`config.mk`:
```
export PLATFORM = sky130hd
export DESIGN_NAME = tcw_front
export DESIGN_NICKNAME = d
export VERILOG_FILES = /design/src/rtl/tcw_pkg.sv /design/src/rtl/tcw_front.sv
export SDC_FILE = /design/constraint.sdc
export NUM_CORES = 1
export LEC_CHECK = 0
export BUFFER_PORTS_ARGS = -buffer_cell sky130_fd_sc_hd__buf_2
export CAP_MARGIN = 20
export CELL_PAD_IN_SITES_DETAIL_PLACEMENT = 1
export CELL_PAD_IN_SITES_GLOBAL_PLACEMENT = 1
export CORE_ASPECT_RATIO = 0.6
export CORE_MARGIN = 2
export CORE_UTILIZATION = 12
export DETAILED_ROUTE_END_ITERATION = 16
export PLACE_DENSITY_LB_ADDON = 0.1
export SLEW_MARGIN = 20
export SYNTH_ARGS = -nofsm -noshare
export SYNTH_HDL_FRONTEND = slang
export SYNTH_SLANG_ARGS = --single-unit
```
`constraint.sdc`:
```
create_clock -name vclk -period 0.8
set_clock_uncertainty 0.2 [all_clocks]
set_input_delay 0.08 -clock vclk [all_inputs]
set_output_delay 0.08 -clock vclk [all_outputs]
set_load 0.02 [all_outputs]
```
`src/rtl/tcw_pkg.sv`:
```
// Shared types, constants and codes for the text console writer.
`default_nettype none

package tcw_pkg;

  // Screen geometry and the derived cell-address width.
  localparam int COLUMNS = 80;
  localparam int LINES   = 25;
  localparam int CELLS   = COLUMNS * LINES;
  localparam int ADDR_W  = $clog2(CELLS);

  // Fixed field widths of the request and result ports.
  localparam int COL_W  = 7;
  localparam int LINE_W = 5;
  localparam int ACT_W  = 2;

  // Command queue between the front and the back.
  localparam int FIFO_DEPTH = 2;
  localparam int FIFO_AW    = 1;

  // Action codes carried on the request port.
  localparam logic [ACT_W-1:0] ACT_PUT   = 2'd0;
  localparam logic [ACT_W-1:0] ACT_READ  = 2'd1;
  localparam logic [ACT_W-1:0] ACT_CLEAR = 2'd2;

  // Character codes and the attribute register's reset value.
  localparam logic [7:0] NEWLINE_CODE       = 8'd10;
  localparam logic [7:0] SPACE_CODE         = 8'd32;
  localparam logic [7:0] DEFAULT_ATTR_RESET = 8'd2;

  // Classified command kinds.
  typedef enum logic [2:0] {
    KIND_PUT,
    KIND_NEWLINE,
    KIND_READ,
    KIND_CLEAR,
    KIND_NOP
  } kind_t;

  // One classified request as it travels through the command queue.
  typedef struct packed {
    kind_t             kind;
    logic              at_pos;
    logic [COL_W-1:0]  col;
    logic [LINE_W-1:0] line;
    logic [7:0]        character;
    logic [7:0]        attribute;
  } cmd_t;

  // Back-end sequencer states.
  typedef enum logic [2:0] {
    ST_INIT,
    ST_IDLE,
    ST_READ,
    ST_MOVE,
    ST_BLANK,
    ST_FILL
  } state_t;

endpackage

`default_nettype wire

```
`src/rtl/tcw_front.sv`:
```
// Front end: accepts requests, classifies them and clamps their coordinates.
`default_nettype none

module tcw_front
  import tcw_pkg::*;
(
  input  wire logic              push,
  input  wire logic [ACT_W-1:0]  action,
  input  wire logic [7:0]        character,
  input  wire logic              at_position,
  input  wire logic [COL_W-1:0]  column,
  input  wire logic [LINE_W-1:0] line,
  input  wire logic [7:0]        attribute,
  input  wire logic              q_full,
  output logic                   full,
  output logic                   q_push,
  output cmd_t                   q_cmd
);

  // The queue's fill state is the request port's back pressure.
  assign full   = q_full;
  assign q_push = push;

  // Decode the action and clamp coordinates to the screen.
  always_comb begin
    q_cmd.at_pos    = at_position;
    q_cmd.character = character;
    q_cmd.attribute = attribute;
    q_cmd.col       = (column > COL_W'(COLUMNS - 1)) ? COL_W'(COLUMNS - 1) : column;
    q_cmd.line      = (line > LINE_W'(LINES - 1)) ? LINE_W'(LINES - 1) : line;
    case (action)
      ACT_PUT:   q_cmd.kind = (character == NEWLINE_CODE) ? KIND_NEWLINE : KIND_PUT;
      ACT_READ:  q_cmd.kind = KIND_READ;
      ACT_CLEAR: q_cmd.kind = KIND_CLEAR;
      default:   q_cmd.kind = KIND_NOP;
    endcase
  end

endmodule

`default_nettype wire

```
# Word level (Yosys, flattened, before mapping)
# Cells that the tools add are included.
# word_totals
reg_bits	0
latch_bits	0
ram_bits	0
romBits	0
word_cells	10
mem_count	0
# classes
add_sub_neg	0
n_mul	0
div	0
n_lt_le_gt_ge	2
n_eq_ne	3
shifts	0
muxes	4
n_bitwise	0
n_reduce_logical	1
# op_table
operator	count
$pmux W3 S3	1
$eq A8 B4 Y1 const B	1
$gt A7 B7 Y1 const B	1
$mux W7	1
$gt A5 B5 Y1 const B	1
$mux W5	1
$eq A2 B1 Y1 const B	1
$eq A2 B2 Y1 const B	1
$logic_not A2 Y1	1
$mux W1	1

# Depth between registers and ports, before layout
# depth
word_depth	3
mapped_depth	4

# Worst setup path after synthesis
# OpenSTA, ideal clock, no wires.
# synth_path
path_kind	input port to output port
startpoint	input action[0]
endpoint	output q_cmd[29] (netlist name)
arrival_time_ps	682
required_time_ps	520
slack_ps	-162
cell_stages	4
n_path_buf	0
cell_sequence	inv_1 ha_1 nor4b_2 a31o_1
# synth_rtl
item	line	source
start: declaration	tcw_front.sv:8	input wire logic [ACT_W-1:0] action,
end: declaration	tcw_front.sv:17	output cmd_t q_cmd

==> key figures <==
Run status
  – Outcome: complete, but fails checks
  – Violated checks: negative hold slack, negative setup slack

Job
  – Max-Cap Viols: 0

Cells and area
  – Number of nets in the final layout: roughly 110
  – Share of final-layout standard cells stronger than drive strength 1: 94.20%
  – Number of flip-flops and latches: 0
  – Layout overhead on the synthesized area: 121.7%
  – Sequential cell area: 0 sq um
  – Number of antenna repair diodes: 0
  – Number of clock buffers in the layout: 0

Yosys
  – Xor/xnor cell area share of the yosys netlist: 0%
  – Synth unique cells: 12
  – Combinational family with the most area after synthesis: buffers and inverters
  – Mean cell area of the mapped netlist: ~7.3 sq um
  – Number of instances in the synthesized netlist: 42
  – Synth top cells by count: sky130_fd_sc_hd__buf_4, sky130_fd_sc_hd__nand2b_1, sky130_fd_sc_hd__and2_1, sky130_fd_sc_hd__clkbuf_1, sky130_fd_sc_hd__nor2b_1
  – Simple-gate share of the synthesized area: ~34%
  – Synth warnings: 0
  – Synthesized net count: 77
  – Most common cell in the netlist: sky130_fd_sc_hd__buf_4
  – Cell taking the most area after synthesis: sky130_fd_sc_hd__buf_4
  – Synth top area share: between 40% and 50%
  – Mux contribution to synthesized area: 0%
  – Combined area of all synthesized cells: roughly 310 sq um
  – Complex-gate fraction of the synthesized area: under 10%
  – Most area-consuming cells after synthesis: sky130_fd_sc_hd__buf_4, sky130_fd_sc_hd__nor4b_2, sky130_fd_sc_hd__ha_1
  – Sequential fraction of the synthesis area: 0%
  – Share of synthesized cell area in full adder, half adder and majority cells: 8.197%

STA
  – Count of final setup violators: 8
  – RSZ-0062 raised after global routing: true
  – Achievable frequency: slightly above 0.9 GHz
  – Slew at the pin closest to its max-slew limit: about 0.19 ns
  – Hold Worst Slack: -0.03999 ns
  – Post-route setup TNS: -0.9908 ns
  – Time the final worst path needs with I/O delays and setup: 1.098 ns
  – Final period utilization: 137.2%
  – Number of hold violations in the final report: 11
  – Max-slew violations: 0
  – Post-route setup slack: -0.2979 ns
  – Slew Limit Headroom: just under 90%

Global routing
  – GR Util All Layers: around 5.9%
  – Wire length of the first global-routing pass: about 1500 um
  – Largest net degree at the start of global routing: 5
  – Overflow left after global routing: 0
  – Initial antenna violation count: 0
  – Via count of the first global-routing pass: between 300 and 400

Place
  – Placer congestion estimate: about 0.7
  – Number of I/O port buffers: 45
  – Worst setup timing slack at the placement stage: -0.4349 ns
  – HPWL reported at the end of detailed placement: 901 um

Route
  – Routed WL: 985 um
  – Number of optimization iterations in the first detailed-route pass: 1
  – Via-to-Cell Ratio: between 3 and 4
  – Total via count in the routed design: between 300 and 400
  – DRC: 0
  – Post-detailed-route wirelength per cell: approximately 10 um
  – Antenna-violating nets left: 0
  – Count of routing violations after the opening detailed-route iteration: 0

Worst setup path
  – Sort of element at the end of the critical path: primary output
  – Crit path required time: between 0.5 and 0.6 ns
  – Buf+Inv Stages, Crit Path: 3
  – Worst path slowest cell: sky130_fd_sc_hd__nor4b_4
  – Largest delay share family, worst path: buffers and inverters
  – Worst Path Class, Setup: in -> out
  – Largest driver fanout on the critical path: 4
  – Cell-by-cell trace of the critical path: buf_12 -> inv_12 -> ha_4 -> nor4b_4 -> a31o_1 -> buf_6
  – Arrival time reported for the critical path endpoint: between 0.8 and 0.9 ns
  – Type of origin of the critical path: primary input
  – Critical Path Max Stage Delay: roughly 0.18 ns

Floorplanning
  – Initial Util: 12.45%
  – Die Area: roughly 0.003 sq mm
  – Standard cell core area: between 0.002 and 0.0025 sq mm
  – Die W: slightly below 70 um
  – I/O pin cnt: 67
  – Die height: about 43 um
  – Row Count: 14

Pwr
  – Overall power of the completed layout: 429.7 uW
  – Power density of the placed cells: between 600 and 700 mW/mm^2
  – Peak supply drop: around 0.00012 V
  – Static Leakage: around 0.00035 uW

Hold path
  – Min-delay worst type: in -> out

Clock tree
  – Post-CTS setup buffer count: 0
[layout make-up]
class,count,area (sq um)
Fill cell,307,1775
Timing Repair Buffer,49,387.9
Multi-Input combinational cell,18,224.0
Tap cell,32,40.04
Inverter,2,25.02
[layout by cell type, fill, tap and decap left out, types with 2 or more instances in the layout]
master and instances:
sky130_fd_sc_hd__buf_2 27, sky130_fd_sc_hd__nand2b_4 4, sky130_fd_sc_hd__buf_4 3, sky130_fd_sc_hd__buf_6 16, sky130_fd_sc_hd__buf_8 2, sky130_fd_sc_hd__and2_4 3, sky130_fd_sc_hd__nor2b_1 2
[per-layer routing]
metal / GRT usage (%) / share of wire, % / vias to the layer above
met5: 0 / 0 / -
met4: 1.569 / 1.9 / 0
met2: 10.77 / 51 / 18
met1: 7.454 / 37 / 155
li1: - / - / 165
met3: 0.7126 / 10 / 6
[repair_timing]
action / 4_1_cts / 5_1_grt
setup endpoints to repair: 12 / 12
gates cloned: 0 / 0
endpoints found under the hold margin: 11 / 11
pin swaps: 3 / 4
gates resized for setup: 38 / 12
[per-stage QoR]
step	cells	hold WS [ns]	utilization, %	cell area (sq um)
floorplan	42	0.03811	-	335.3
detailed placement	101	-0.03976	19.44	476.7
global placement	101	-0.03976	19.44	476.7
global route	101	-0.03997	27.60	676.9
finish	101	-0.03999	27.60	676.9
CTS	101	-0.03976	24.90	610.6
[power by group]
group          internal (uW)  switching [uW]
combinational            233             196
clock                      0               0
sequential                 0               0
[worst paths after layout]
kind                  startpoint         to  slack [ns]  cells past startpoint
worst max-delay path   action[1]  q_cmd[29]       -0.30                      6
worst min-delay path      q_full       full       -0.04                      0
[kinds of logic (layout without fill, tap and decap cells)]
logic type | count (synthesis) | after routing
AO/OA/AOI/OAI | 2 | 2
adder cells (fa/ha/maj) | 2 | 2
buffers and inverters | 24 | 51
AND/OR/NAND/NOR | 14 | 14
No activity file was read; power rests on OpenSTA's default activity.
