`src/rtl/tcw_pkg.sv`:
```
// Shared types, constants and codes for the text console writer.
`default_nettype none

package tcw_pkg;

  // Screen geometry and the derived cell-address width.
  localparam int COLUMNS = 80;
  localparam int LINES   = 25;
  localparam int CELLS   = COLUMNS * LINES;
  localparam int ADDR_W  = $clog2(CELLS);

  // Fixed field widths of the request and result ports.
  localparam int COL_W  = 7;
  localparam int LINE_W = 5;
  localparam int ACT_W  = 2;

  // Command queue between the front and the back.
  localparam int FIFO_DEPTH = 2;
  localparam int FIFO_AW    = 1;

  // Action codes carried on the request port.
  localparam logic [ACT_W-1:0] ACT_PUT   = 2'd0;
  localparam logic [ACT_W-1:0] ACT_READ  = 2'd1;
  localparam logic [ACT_W-1:0] ACT_CLEAR = 2'd2;

  // Character codes and the attribute register's reset value.
  localparam logic [7:0] NEWLINE_CODE       = 8'd10;
  localparam logic [7:0] SPACE_CODE         = 8'd32;
  localparam logic [7:0] DEFAULT_ATTR_RESET = 8'd2;

  // Classified command kinds.
  typedef enum logic [2:0] {
    KIND_PUT,
    KIND_NEWLINE,
    KIND_READ,
    KIND_CLEAR,
    KIND_NOP
  } kind_t;

  // One classified request as it travels through the command queue.
  typedef struct packed {
    kind_t             kind;
    logic              at_pos;
    logic [COL_W-1:0]  col;
    logic [LINE_W-1:0] line;
    logic [7:0]        character;
    logic [7:0]        attribute;
  } cmd_t;

  // Back-end sequencer states.
  typedef enum logic [2:0] {
    ST_INIT,
    ST_IDLE,
    ST_READ,
    ST_MOVE,
    ST_BLANK,
    ST_FILL
  } state_t;

endpackage

`default_nettype wire

```
`src/rtl/tcw_cmd_fifo.sv`:
```
// Short command queue that decouples the front end from the back end.
`default_nettype none

module tcw_cmd_fifo
  import tcw_pkg::*;
(
  input  wire logic clk,
  input  wire logic rst,
  input  wire logic push,
  input  wire cmd_t wdata,
  input  wire logic pop,
  output logic      full,
  output logic      empty,
  output cmd_t      rdata
);

  cmd_t               entries [FIFO_DEPTH];
  logic [FIFO_AW-1:0] wr_ptr;
  logic [FIFO_AW-1:0] rd_ptr;
  logic [FIFO_AW:0]   count;
  logic               do_push;
  logic               do_pop;

  assign full    = (count == (FIFO_AW + 1)'(FIFO_DEPTH));
  assign empty   = (count == '0);
  assign do_push = push && !full;
  assign do_pop  = pop && !empty;
  assign rdata   = entries[rd_ptr];

  // Pointers and occupancy.
  always_ff @(posedge clk) begin
    if (rst) begin
      wr_ptr <= '0;
      rd_ptr <= '0;
      count  <= '0;
    end else begin
      if (do_push) begin
        wr_ptr <= wr_ptr + 1'b1;
      end
      if (do_pop) begin
        rd_ptr <= rd_ptr + 1'b1;
      end
      if (do_push && !do_pop) begin
        count <= count + 1'b1;
      end else if (do_pop && !do_push) begin
        count <= count - 1'b1;
      end
    end
  end

  // Entry storage needs no reset.
  always_ff @(posedge clk) begin
    if (do_push) begin
      entries[wr_ptr] <= wdata;
    end
  end

endmodule

`default_nettype wire

```
`config.mk`:
```
export PLATFORM = sky130hd
export DESIGN_NAME = tcw_cmd_fifo
export DESIGN_NICKNAME = d
export VERILOG_FILES = /design/src/rtl/tcw_pkg.sv /design/src/rtl/tcw_cmd_fifo.sv
export SDC_FILE = /design/constraint.sdc
export NUM_CORES = 1
export LEC_CHECK = 0
export ABC_CLOCK_PERIOD_IN_PS = 5150
export BUFFER_PORTS_ARGS = -buffer_cell sky130_fd_sc_hd__buf_4
export CAP_MARGIN = 10
export CELL_PAD_IN_SITES_DETAIL_PLACEMENT = 0
export CELL_PAD_IN_SITES_GLOBAL_PLACEMENT = 1
export CORE_MARGIN = 2
export CORE_UTILIZATION = 45
export CTS_CLUSTER_DIAMETER = 80
export DETAILED_ROUTE_END_ITERATION = 10
export GPL_TIMING_DRIVEN = 1
export HOLD_SLACK_MARGIN = 0.05
export PLACE_DENSITY_LB_ADDON = 0.1
export SYNTH_ARGS = -nofsm -noshare
export SYNTH_HDL_FRONTEND = slang
export SYNTH_SLANG_ARGS = --single-unit
```
`constraint.sdc`:
```
create_clock -name clk -period 5.15 [get_ports clk]
set_input_delay 1.545 -clock clk [delete_from_list [all_inputs] [get_ports clk]]
set_output_delay 1.545 -clock clk [all_outputs]
set_load 0.02 [all_outputs]
```
# Word level (Yosys, flattened, before mapping)
# Memory sizes are Yosys's and may differ from the RTL's. A register that Yosys moved wholly into a read port is not among the register bits.
# Cells that the tools add are included.
# word_totals
regBits,4
ramBits,64
input_bits,36
output_inout_bits,34
word_cells,25
mem_count,1
# memory_table
name,depth,width,rd,rd_clocked_by_memory_dff,wr,line_no,rtl
entries,2,32,1,1,1,tcw_cmd_fifo.sv:17,cmd_t entries [FIFO_DEPTH];
# classes
add_sub_neg,4
n_eq_ne,1
n_mux,6
reduce_logical,10
# op_table
operator,count
1-bit logical AND,4
1-bit zero test,4
1-bit two-way mux,4
2-bit two-way mux,2
1-bit adder (second input constant),2
2-bit by 1-bit adder with 2-bit output (second input constant),1
2-bit == test (second input constant),1
2-bit zero test,1
2-bit nonzero test,1
2-bit by 1-bit subtractor with 2-bit output (second input constant),1

# Longest topological paths before layout
# Gate-level depths: netlist (run 1).
# depth
depth_word,7
depth_mapped,6
mapped_depth_nobuf,6

# Worst setup path after synthesis (run 1)
# Ideal clock, no wire load.
# synth_path
path_kind,in2reg
startpoint,in push
endpoint,mem entries[0][0] (netlist name) (enable)
setup_ps,387
arrival_time_ps,2585
required_time_ps,4763
slack_ps,2179
stages,3
path_buffers,0
cell_sequence,inv_1 or3_1 inv_1
# synth_via
elab_chain_len,3
# synth_rtl
item,line_no,rtl
from (decl),tcw_cmd_fifo.sv:9,"input wire logic push,"
1-bit logical AND,tcw_cmd_fifo.sv:26,assign do_push = push && !full;
1-bit two-way mux,tcw_cmd_fifo.sv:53,if (do_push) begin
1-bit two-way mux (implied by the code),tcw_cmd_fifo.sv:54,entries[wr_ptr] <= wdata;
to (decl),tcw_cmd_fifo.sv:17,
# No other way between the ends.

==> impl_results.md, run 1 <==
* Number of global-route vias before repair at 1367
* Switching Fraction at 0.296
* Top cells by count, synth: edfxtp_1, mux2_2, dfxtp_1, nor2_1
* Max-cap violations at 0
* R2R Path Start: count[1]
* Detailed placer's ending HPWL at 2650 µm
* Worst Max-Slew Pin Slew at 0.682 ns
* Syn_nets at 162
* Mux cell area share after synthesis at 0.143
* Pint at 1.11 mW
* Adder-Cell Fraction of Synth Area at 0.00495
* Initial DRC Count at 60
* Critical Path End Type: primary output
* Hold Crit Depth at 2
* CP required at 3.61 ns
* Pleak at between 1 and 1.5 nW
* Crit path arrival time at 1.99 ns
* First-pass GRT wire length at roughly 6100 µm
* Crit path max-delay cell type: dfxtp_1
* Pin count of the biggest net entering global routing at 33
* Die extent in y at around 79 µm
* Max VDD drop at 0.271 mV
* Critical path class: reg -> out
* Setup TNS at 0 ns
* I/O pin count at 70
* Vias at 1314
* Site row count at 27
* Delay-heaviest family, CP: flip-flops
* Cts repair resizes at 0
* GRT Max-Usage Layer: met2
* Final Util at 0.599
* Synthesized flop and latch total at between 60 and 70
* Hold Path End: wr_ptr
* Largest family of logic cells by synthesized area: multiplexers
* Die area at 0.00623 mm²
* Initial Util at 0.462
* Tmin final at 3.54 ns
* Logic gate share of total power at 0.316
* EDFF count, synth at 64
* Slew headroom at 0.545
* Clk pwr share at 0.213
* Cts hold-fix bufs at 0
* Placed Area at 0.00313 mm²
* Clock-pin slew on the worst setup and hold paths at around 0.06 ns
* Area share of the largest cell type after synthesis at 0.761
* Compound-Gate Fraction of Synth Area at 0.00991
* DRC violations left at 0
* Mapped Area at approximately 0.0025 mm²
* DRT Wirelength at 3970 µm
* DP Worst Slack at 1.90 ns
* Final Wtd Congestion at 0.680
* Worst r2r path cells at 4
* NumNets Final at ~240
* Global route overflow at 0
* M1 GR Usage at 0.141
* Sw power at 0.468 mW
* # setup viols final at 0
* Core area at 0.00547 mm²
* Overall Power at 1.58 mW
* TritonCTS buffer count at 9
* DR pass1 iterations at 4
* Final hold violation count at 0
* Global routing usage on met3 at 0.0432
* Setup Skew at 0.00458 ns
* PwrDens at between 400 and 500 mW/mm²
* Hold path startpoint: wr_ptr
* Sequential power share at 0.472
* Post-Syn Instances at approximately 130
* Cell taking the most area after synthesis: edfxtp_1
* Post-CTS setup buffers at 0
* Pins over their slew limit at 0
* End of the worst register-to-register path: entries[0][24]
* Clk sink count at ~70
* Max Freq at 283 MHz
* Area growth from synthesis to layout at 29.8%
* Gr usage total at 0.132
* R2R setup slack at approximately 3.5 ns
* Outcome: complete, no violations
* Final worst-path cycle share at 0.687
* Tightest Hold Check Type: reg -> reg
* Cells along the critical path: buf_4 > mux2_2 > buf_4
* RSZ-0062 raised after global routing: no
* CTS tree: done
* Post-synth ARST share at 0
* Antenna viol nets, final at 0
* Vias/cell at 4.69
* Post-route cell area at 0.00328 mm²
* DR WL/cell at 14.2 µm
* Top_reg_cell synth: edfxtp_1
* Clock tree buffer depth at 2
* Worst Setup Start Kind: register
* # diodes at 0
* Post-Synth Simple-Gate Area at 0.0183
* Final WS setup at 1.61 ns
* CP Max Fanout at 17
* Post-synthesis sequential area ratio at 0.800
* Top cells by area, synth: edfxtp_1, mux2_2, dfxtp_1
* Die X at 78.9 µm
* Root Driver: clkbuf_8
* # port buffers at 69
* Met2 Resource Use GR at 0.234
* Critical Path Most Common Cell: buf_4
* Slowest stage delay, CP at around 0.76 ns
* Clock latency on the worst-skew pair at 0.32 ns
* Syn_area_per_cell at 20.2 µm²
* Top-count cell post-synth: edfxtp_1
* Share of cells above drive strength 1 at 0.543
* WP buf/inv at 2
* Xor/xnor cell area share of the yosys netlist at 0.0104
* Yosys cell types at 15
* Initial antenna violation count at 0
* H-tree Lvls at 3
* YS warnings at 0
cells in the final DEF (no fill, tap or decap):
master,netlist,routed
clkinv_1,0,3
mux2_1,2,2
or3_1,2,2
inv_1,2,2
buf_4,3,72
nor2b_2,1,1
ha_1,1,1
edfxtp_1,64,64
dfxtp_1,5,5
xor2_1,3,3
o21ai_0,3,3
and2_1,1,1
clkinv_2,0,1
nor2_1,5,5
clkbuf_1,1,2
a21oi_1,2,2
clkbuf_8,0,9
mux2_2,30,30
state kept, by name (all words and copies together) (netlist names), named ones only:
name / cells
wr_ptr: 1
entries: 64
rd_ptr: 1
count: 2
worst reg2reg max path, stage by stage (launching register included):
cell	delay, ns
dfxtp_1	0.33
nor2b_2	0.17
or3_1	0.33
inv_1	0.06
buf_4	0.37
routing by layer:
metal	wire, µm	up-vias
met2	2150	40
met1	1550	634
met4	24	0
li1	-	636
met3	247	4
met5	0	-
metrics by stage:
step	hold slack (ns)	instances
after floorplan	0.452	125
after global placement	0.465	265
after detailed placement	0.479	265
after CTS	0.500	280
after global routing	0.547	280
final	0.492	280
area by class of cell:
type | count | area (µm²)
clock buffer | 11 | 131
clock inverter | 4 | 16.3
fill | 423 | 2190
inverter | 2 | 7.51
multi-input combinational | 50 | 470
sequential | 69 | 2020
tap | 72 | 90.1
timing repair buffer | 72 | 541
logic make-up after synthesis:
kind of cell	count (synthesis)
xor+xnor	3
buf+inv	6
mux	32
fa+ha+maj	1
simple gates	9
flops	69
compound gates	5
how the worst max path moves through the flow:
stage	startpoint	end	slack, ns	cells past startpoint
CTS	register	rdata[25]	1.54	3
global route	register	rdata[2]	1.48	3
global placement	register	rdata[25]	1.96	3
detailed placement	register	rdata[25]	1.90	3
floorplan	push	entries[0][0]	2.18	3
finish	register	rdata[25]	1.61	3
power by group through the flow:
stage | Clock, mW | Combinational [mW] | Sequential (mW)
CTS | 0.348 | 0.509 | 0.747
floorplan | 0 | 0.330 | 0.736
global route | 0.370 | 0.534 | 0.755
finish | 0.336 | 0.498 | 0.745
global placement | 0 | 0.496 | 0.754
detailed placement | 0 | 0.506 | 0.759
(Power assumes the default switching activity.)
==> inputs of run 2 (changes only) <==
--- a/config.mk
+++ b/config.mk
@@ -5,13 +5,13 @@
 export SDC_FILE = /design/constraint.sdc
 export NUM_CORES = 1
 export LEC_CHECK = 0
-export ABC_CLOCK_PERIOD_IN_PS = 5150
+export ABC_CLOCK_PERIOD_IN_PS = 3200
 export BUFFER_PORTS_ARGS = -buffer_cell sky130_fd_sc_hd__buf_4
 export CAP_MARGIN = 10
 export CELL_PAD_IN_SITES_DETAIL_PLACEMENT = 0
 export CELL_PAD_IN_SITES_GLOBAL_PLACEMENT = 1
 export CORE_MARGIN = 2
-export CORE_UTILIZATION = 45
+export CORE_UTILIZATION = 38
 export CTS_CLUSTER_DIAMETER = 80
 export DETAILED_ROUTE_END_ITERATION = 10
 export GPL_TIMING_DRIVEN = 1
==> constraint.sdc (replaced) <==
create_clock -name clk -period 3.2 [get_ports clk]
set_input_delay 0.96 -clock clk [delete_from_list [all_inputs] [get_ports clk]]
set_output_delay 0.96 -clock clk [all_outputs]
set_load 0.02 [all_outputs]
==> run 2 against run 1 <==
  * Critical path depth did not move
  * Worst hold slack got worse by 0.0033 ns
  * Global-route usage shrank 0.47 points
  * Sequential share of layout area is 1.2 points lower
  * Design area rose by 2.0%
  * Combinational power up 67%
  * Flip-flop and latch count unchanged
  * Setup slack worse by 0.97 ns
  * Highest routed layer unchanged
==> impl_results.md, run 2 (synthesis gave the netlist of run 1 again) <==
* RSZ-0062 raised after global routing: no (unchanged)
* Post-CTS setup buffers at 0 (unchanged)
* Overall Power at 2.75 mW (was 1.58 mW)
* Share of cells above drive strength 1 at 0.572 (was 0.543)
* Area growth from synthesis to layout at 32.4% (was 29.8%)
* Worst r2r path cells at 3 (was 4)
* Global route overflow at 0 (unchanged)
* First-pass GRT wire length at 6760 µm (was 6070 µm)
* Critical path class: reg -> out (unchanged)
* Critical Path End Type: primary output (unchanged)
* R2R Path Start: count[0] (was count[1])
* Antenna viol nets, final at 0 (unchanged)
* Logic gate share of total power at 0.304 (was 0.316)
* PwrDens at 821 mW/mm² (was 482 mW/mm²)
* Tightest Hold Check Type: reg -> reg (unchanged)
* # setup viols final at 0 (unchanged)
* Clock-pin slew on the worst setup and hold paths at 0.07 ns (was 0.06 ns)
* Max-cap violations at 0 (unchanged)
* Largest registers: entries x64, count x2 (unchanged)
* CP required at 2.24 ns (was 3.61 ns)
* Gr usage total at 0.128 (was 0.132)
* Max Freq at 391 MHz
* NumNets Final at 240 (was 241)
* Number of global-route vias before repair at 1443 (was 1367)
* CTS tree: done (unchanged)
* CP Max Fanout at 32 (was 17)
* Sw power at 0.794 mW (was 0.468 mW)
* Initial Util at 0.396 (was 0.462)
* Vias at 1317 (was 1314)
* Die X at 85.5 µm (was 78.9 µm)
* Site row count at 29 (was 27)
* Crit path arrival time at 1.60 ns (was 1.99 ns)
* Switching Fraction at 0.289 (was 0.296)
* Die area at 0.00732 mm² (was 0.00623 mm²)
* Pint at 1.95 mW (was 1.11 mW)
* Post-route insts no fill at 285 (was 280)
* Final Wtd Congestion at 0.733 (was 0.680)
* Final hold violation count at 0 (unchanged)
* Setup TNS at 0 ns (unchanged)
* Core area at 0.00639 mm² (was 0.00547 mm²)
* Root Driver: clkbuf_8 (unchanged)
* Cts hold-fix bufs at 0 (unchanged)
* Setup Skew at 0.00318 ns (was 0.00458 ns)
* TritonCTS buffer count at 9 (unchanged)
* Largest register FFs at 64 (unchanged)
* Die extent in y at 85.5 µm (was 78.9 µm)
* DRC violations left at 0 (unchanged)
* Worst Max-Slew Pin Slew at 0.794 ns (was 0.682 ns)
* Detailed placer's ending HPWL at 2870 µm (was 2650 µm)
* Most flop-heavy register: entries (unchanged)
* Outcome: complete, no violations (unchanged)
* Post-Place Cells at 269 (was 265)
* Clk pwr share at 0.269 (was 0.213)
* Fillcell total at 543 (was 423)
* Final worst-path cycle share at 0.799
* Cells along the critical path: buf_4 > mux2_2 > buf_4 (unchanged)
* DR pass1 iterations at 4 (unchanged)
* Pleak at 1.26 nW (was 1.24 nW)
* DRT Wirelength at 4350 µm (was 3970 µm)
* Critical path endpoint: rdata[13] (was rdata[25])
* I/O pin count at 70 (unchanged)
* Crit path max-delay cell type: mux2_2 (was dfxtp_1)
* Clock tree buffer depth at 2 (unchanged)
* Pins over their slew limit at 0 (unchanged)
* Tmin final at 2.56 ns
* # diodes at 0 (unchanged)
* Final WS setup at 0.643 ns (was 1.61 ns)
* Hold path startpoint: wr_ptr (unchanged)
* End of the worst register-to-register path: entries[1][16] (was entries[0][24])
* Most common cell after layout, fill and taps aside: buf_4 (unchanged)
* H-tree Lvls at 3 (unchanged)
* Slew headroom at 0.470 (was 0.545)
* DP Worst Slack at 0.863 ns (was 1.90 ns)
* Pin count of the biggest net entering global routing at 33 (unchanged)
* Worst Setup Start Kind: register (unchanged)
* # port buffers at 69 (unchanged)
* Fin Hold WS at 0.489 ns (was 0.492 ns)
* Sequential power share at 0.428 (was 0.472)
* Cts repair resizes at 0 (unchanged)
* Clk sink count at 69 (unchanged)
* DR WL/cell at 15.3 µm (was 14.2 µm)
* Initial antenna violation count at 0 (unchanged)
* Initial DRC Count at 80 (was 60)
* Vias/cell at 4.62 (was 4.69)
* Max VDD drop at 0.453 mV (was 0.271 mV)
* Critical Path Most Common Cell: buf_4 (unchanged)
* R2R setup slack at 1.48 ns (was 3.51 ns)
* Most frequent cells in the layout: buf_4, edfxtp_1, mux2_2 (unchanged)
* Clock latency on the worst-skew pair at 0.32 ns (about the same)
* Slowest stage delay, CP at 0.41 ns (was 0.76 ns)
[run 2: cell count changes in the layout (fill, tap and decap cells not counted)]
cell	before	now
clkinv_1	3	0
bufinv_16	0	2
clkbuf_1	2	0
clkinv_2	1	3
clkinvlp_4	0	2
and2_1	1	0
and2_2	0	1
buf_4	72	71
[run 2: worst min-delay path by stage]
stage / to / cells after the start / slack, ns
floorplan: wr_ptr / 2 / 0.45
global placement: wr_ptr / 2 / 0.47
detailed placement: wr_ptr / 2 / 0.48
CTS: wr_ptr / 2 / 0.49
global route: wr_ptr / 2 / 0.53
finish: wr_ptr / 2 / 0.49
[run 2: worst max-delay path, delay by kind of cell (launching register included)]
kind     cells  cell delay (ns)
flops        1             0.32
buf+inv      2             0.54
mux          1             0.41
[run 2: metal layers]
metal	wire length, µm	vias to the layer above	part of all wire	GRT usage
met5	0	-	0	0
met4	77	0	0.018	0.0722
met3	244	7	0.056	0.0395
met2	2260	42	0.52	0.213
met1	1770	633	0.41	0.146
li1	-	635	-	-
[run 2: power groups by stage]
stage / sequential, mW / combinational (mW) / clock [mW]
after floorplan: 1.18 / 0.531 / 0
after global placement: 1.19 / 0.834 / 0
after detailed placement: 1.20 / 0.846 / 0
after CTS: 1.18 / 0.850 / 0.759
after global routing: 1.19 / 0.896 / 0.808
final: 1.17 / 0.834 / 0.738
[run 2: cell type report]
| class | count | area [µm²] | share of cell area |
|---|---|---|---|
| clock buffers | 9 | 124 | 0.0370 |
| clock inverters | 7 | 90.1 | 0.0269 |
| inverters | 2 | 7.51 | 0.00224 |
| multi-input cells | 50 | 472 | 0.141 |
| flip-flops and latches | 69 | 2020 | 0.605 |
| well taps | 77 | 96.3 | 0.0288 |
| repair buffers | 71 | 533 | 0.159 |
[run 2: per-stage QoR]
step / cell area, µm² / util
CTS: 3340 / 0.524
global route: 3340 / 0.524
global placement: 3130 / 0.490
floorplan: 2530 / -
detailed placement: 3130 / 0.490
finish: 3340 / 0.524
==> inputs of run 3 (changes only) <==
--- a/config.mk
+++ b/config.mk
@@ -5,7 +5,7 @@
 export SDC_FILE = /design/constraint.sdc
 export NUM_CORES = 1
 export LEC_CHECK = 0
-export ABC_CLOCK_PERIOD_IN_PS = 3200
+export ABC_CLOCK_PERIOD_IN_PS = 2350
 export BUFFER_PORTS_ARGS = -buffer_cell sky130_fd_sc_hd__buf_4
 export CAP_MARGIN = 10
 export CELL_PAD_IN_SITES_DETAIL_PLACEMENT = 0
==> constraint.sdc (replaced) <==
create_clock -name clk -period 2.35 [get_ports clk]
set_input_delay 0.705 -clock clk [delete_from_list [all_inputs] [get_ports clk]]
set_output_delay 0.705 -clock clk [all_outputs]
set_load 0.02 [all_outputs]
==> run 3 against run 2 <==
  * First-iteration DRC count shrank 11%
  * Count of clock-buffer cells in the layout is the same
  * Global-route usage shrank 0.43 points
  * Cell count grew 0.35%
  * Power grew 33%
  * Clock skew grew 0.00071 ns
  * Clock power grew 18%
  * Largest cell class unchanged
  * Critical path depth is the same
==> impl_results.md, run 3 (synthesis gave the netlist of run 1 again) <==
* # port buffers at 69 (unchanged)
* DRT Wirelength at 4270 µm (was 4350 µm)
* Setup TNS at 0 ns (unchanged)
* Die extent in y at 85.5 µm (unchanged)
* RSZ-0062 raised after global routing: no (unchanged)
* Core area at 0.00639 mm² (unchanged)
* PwrDens at 1090 mW/mm² (was 821 mW/mm²)
* CP Max Fanout at 32 (unchanged)
* Max VDD drop at 0.620 mV (was 0.453 mV)
* Vias/cell at 4.65 (was 4.62)
* Global route overflow at 0 (unchanged)
* Slew headroom at 0.789 (was 0.470)
* DR pass1 iterations at 4 (unchanged)
* Crit path arrival time at 1.45 ns (was 1.60 ns)
* Largest registers: entries x64, count x2 (unchanged)
* WP buf/inv at 2 (unchanged)
* Number of global-route vias before repair at 1410 (was 1443)
* Delay-heaviest family, CP: buffers and inverters (unchanged)
* Worst Setup Start Kind: register (unchanged)
* Area growth from synthesis to layout at 32.8% (was 32.4%)
* Outcome: complete, no violations (unchanged)
* Worst Max-Slew Pin Slew at 0.313 ns (was 0.794 ns)
* Final worst-path cycle share at 0.916
* CTS tree: done (unchanged)
* DRC violations left at 0 (unchanged)
* DR WL/cell at 14.9 µm (was 15.3 µm)
* # diodes at 0 (unchanged)
* Final Wtd Congestion at 0.722 (was 0.733)
* Final WS setup at 0.199 ns (was 0.643 ns)
* Setup Skew at 0.00389 ns (was 0.00318 ns)
* Clock-pin slew on the worst setup and hold paths at 0.07 ns (about the same)
* Tmin final at 2.15 ns
* Crit path max-delay cell type: mux2_2 (unchanged)
* Most common cell after layout, fill and taps aside: buf_4 (unchanged)
* Tightest Hold Check Type: reg -> reg (unchanged)
* Antenna viol nets, final at 0 (unchanged)
* Largest register FFs at 64 (unchanged)
* First-pass GRT wire length at 6540 µm (was 6760 µm)
* Clk sink count at 69 (unchanged)
* Clock latency on the worst-skew pair at 0.33 ns (was 0.32 ns)
* Share of cells above drive strength 1 at 0.560 (was 0.572)
* Cells along the critical path: buf_12 > mux2_2 > buf_4 (was buf_4 > mux2_2 > buf_4)
* DP Worst Slack at 0.487 ns (was 0.863 ns)
* Slowest stage delay, CP at 0.37 ns (was 0.41 ns)
* Site row count at 29 (unchanged)
* Gr usage total at 0.123 (was 0.128)
* Critical path class: reg -> out (unchanged)
* Final hold violation count at 0 (unchanged)
* H-tree Lvls at 3 (unchanged)
* Critical Path End Type: primary output (unchanged)
* Cts hold-fix bufs at 0 (unchanged)
* Max Freq at ~460 MHz
* NumNets Final at 241 (was 240)
* Clock tree buffer depth at 2 (unchanged)
* # setup viols final at 0 (unchanged)
* CP required at 1.64 ns (was 2.24 ns)
* Pleak at 1.27 nW (was 1.26 nW)
* Pin count of the biggest net entering global routing at 33 (unchanged)
* Initial Util at 0.396 (unchanged)
* Root Driver: clkbuf_8 (unchanged)
* Initial DRC Count at 71 (was 80)
* Max-cap violations at 0 (unchanged)
* Most flop-heavy register: entries (unchanged)
* Most frequent cells in the layout: buf_4, edfxtp_1, mux2_2 (unchanged)
* Pins over their slew limit at 0 (unchanged)
* Detailed placer's ending HPWL at 2820 µm (was 2870 µm)
* Die X at 85.5 µm (unchanged)
* Initial antenna violation count at 0 (unchanged)
* Cts repair resizes at 0 (unchanged)
* Vias at 1330 (was 1317)
* Die area at 0.00732 mm² (unchanged)
* I/O pin count at 70 (unchanged)
* TritonCTS buffer count at 9 (unchanged)
* Post-CTS setup buffers at 0 (unchanged)
-- run 3: changes by cell type in the layout (fill, tap and decap cells not counted) --
| cell | change |
|---|---|
| clkinvlp_4 | -2 |
| bufinv_16 | -1 |
| clkinv_1 | +3 |
| buf_12 | +3 |
| buf_4 | -2 |
-- run 3: path summary, 6_finish.rpt --
check            from        end  slack, ns  depth (start not counted)
max          register  rdata[13]       0.20                          3
min            rd_ptr   register       0.51                          2
max reg2reg  count[1]   count[1]       0.78                          6
min reg2reg    rd_ptr   register       0.51                          2
-- run 3: per-layer routing --
layer,vias up,share of wire,GRT usage
met2,42,0.52,0.210
met5,-,0,0
met3,9,0.063,0.0404
li1,636,-,-
met4,0,0.024,0.0693
met1,643,0.39,0.136
-- run 3: cell type report --
class	count	area [µm²]
Clock inverter	7	56.3
Fill cell	543	3030
Inverter	2	7.51
Sequential cell	69	2020
Timing Repair Buffer	72	578
Clock buffer	9	124
Tap cell	77	96.3
Multi-Input combinational cell	50	472
-- run 3: tightest hold or removal path: stages (launching register included) --
cell     delay, ns
dfxtp_1       0.32
xor2_1        0.08
nor2_1        0.07
-- run 3: through the flow --
step	instances	power [mW]	hold WS, ns	util	area [µm²]
2_1_floorplan	125	2.34	0.452	-	2530
3_3_place_gp	270	2.79	0.469	0.497	3180
3_5_place_dp	270	2.83	0.488	0.497	3180
4_1_cts	286	3.71	0.512	0.525	3360
5_1_grt	286	3.84	0.536	0.525	3360
6_report	286	3.65	0.505	0.525	3360
-- run 3: power breakdown --
part / total [mW] / internal (mW) / switching (mW)
Combinational: 1.18 / 0.557 / 0.619
Sequential: 1.60 / 1.55 / 0.0539
Clock: 0.874 / 0.473 / 0.401
Total: 3.65 / 2.58 / 1.07
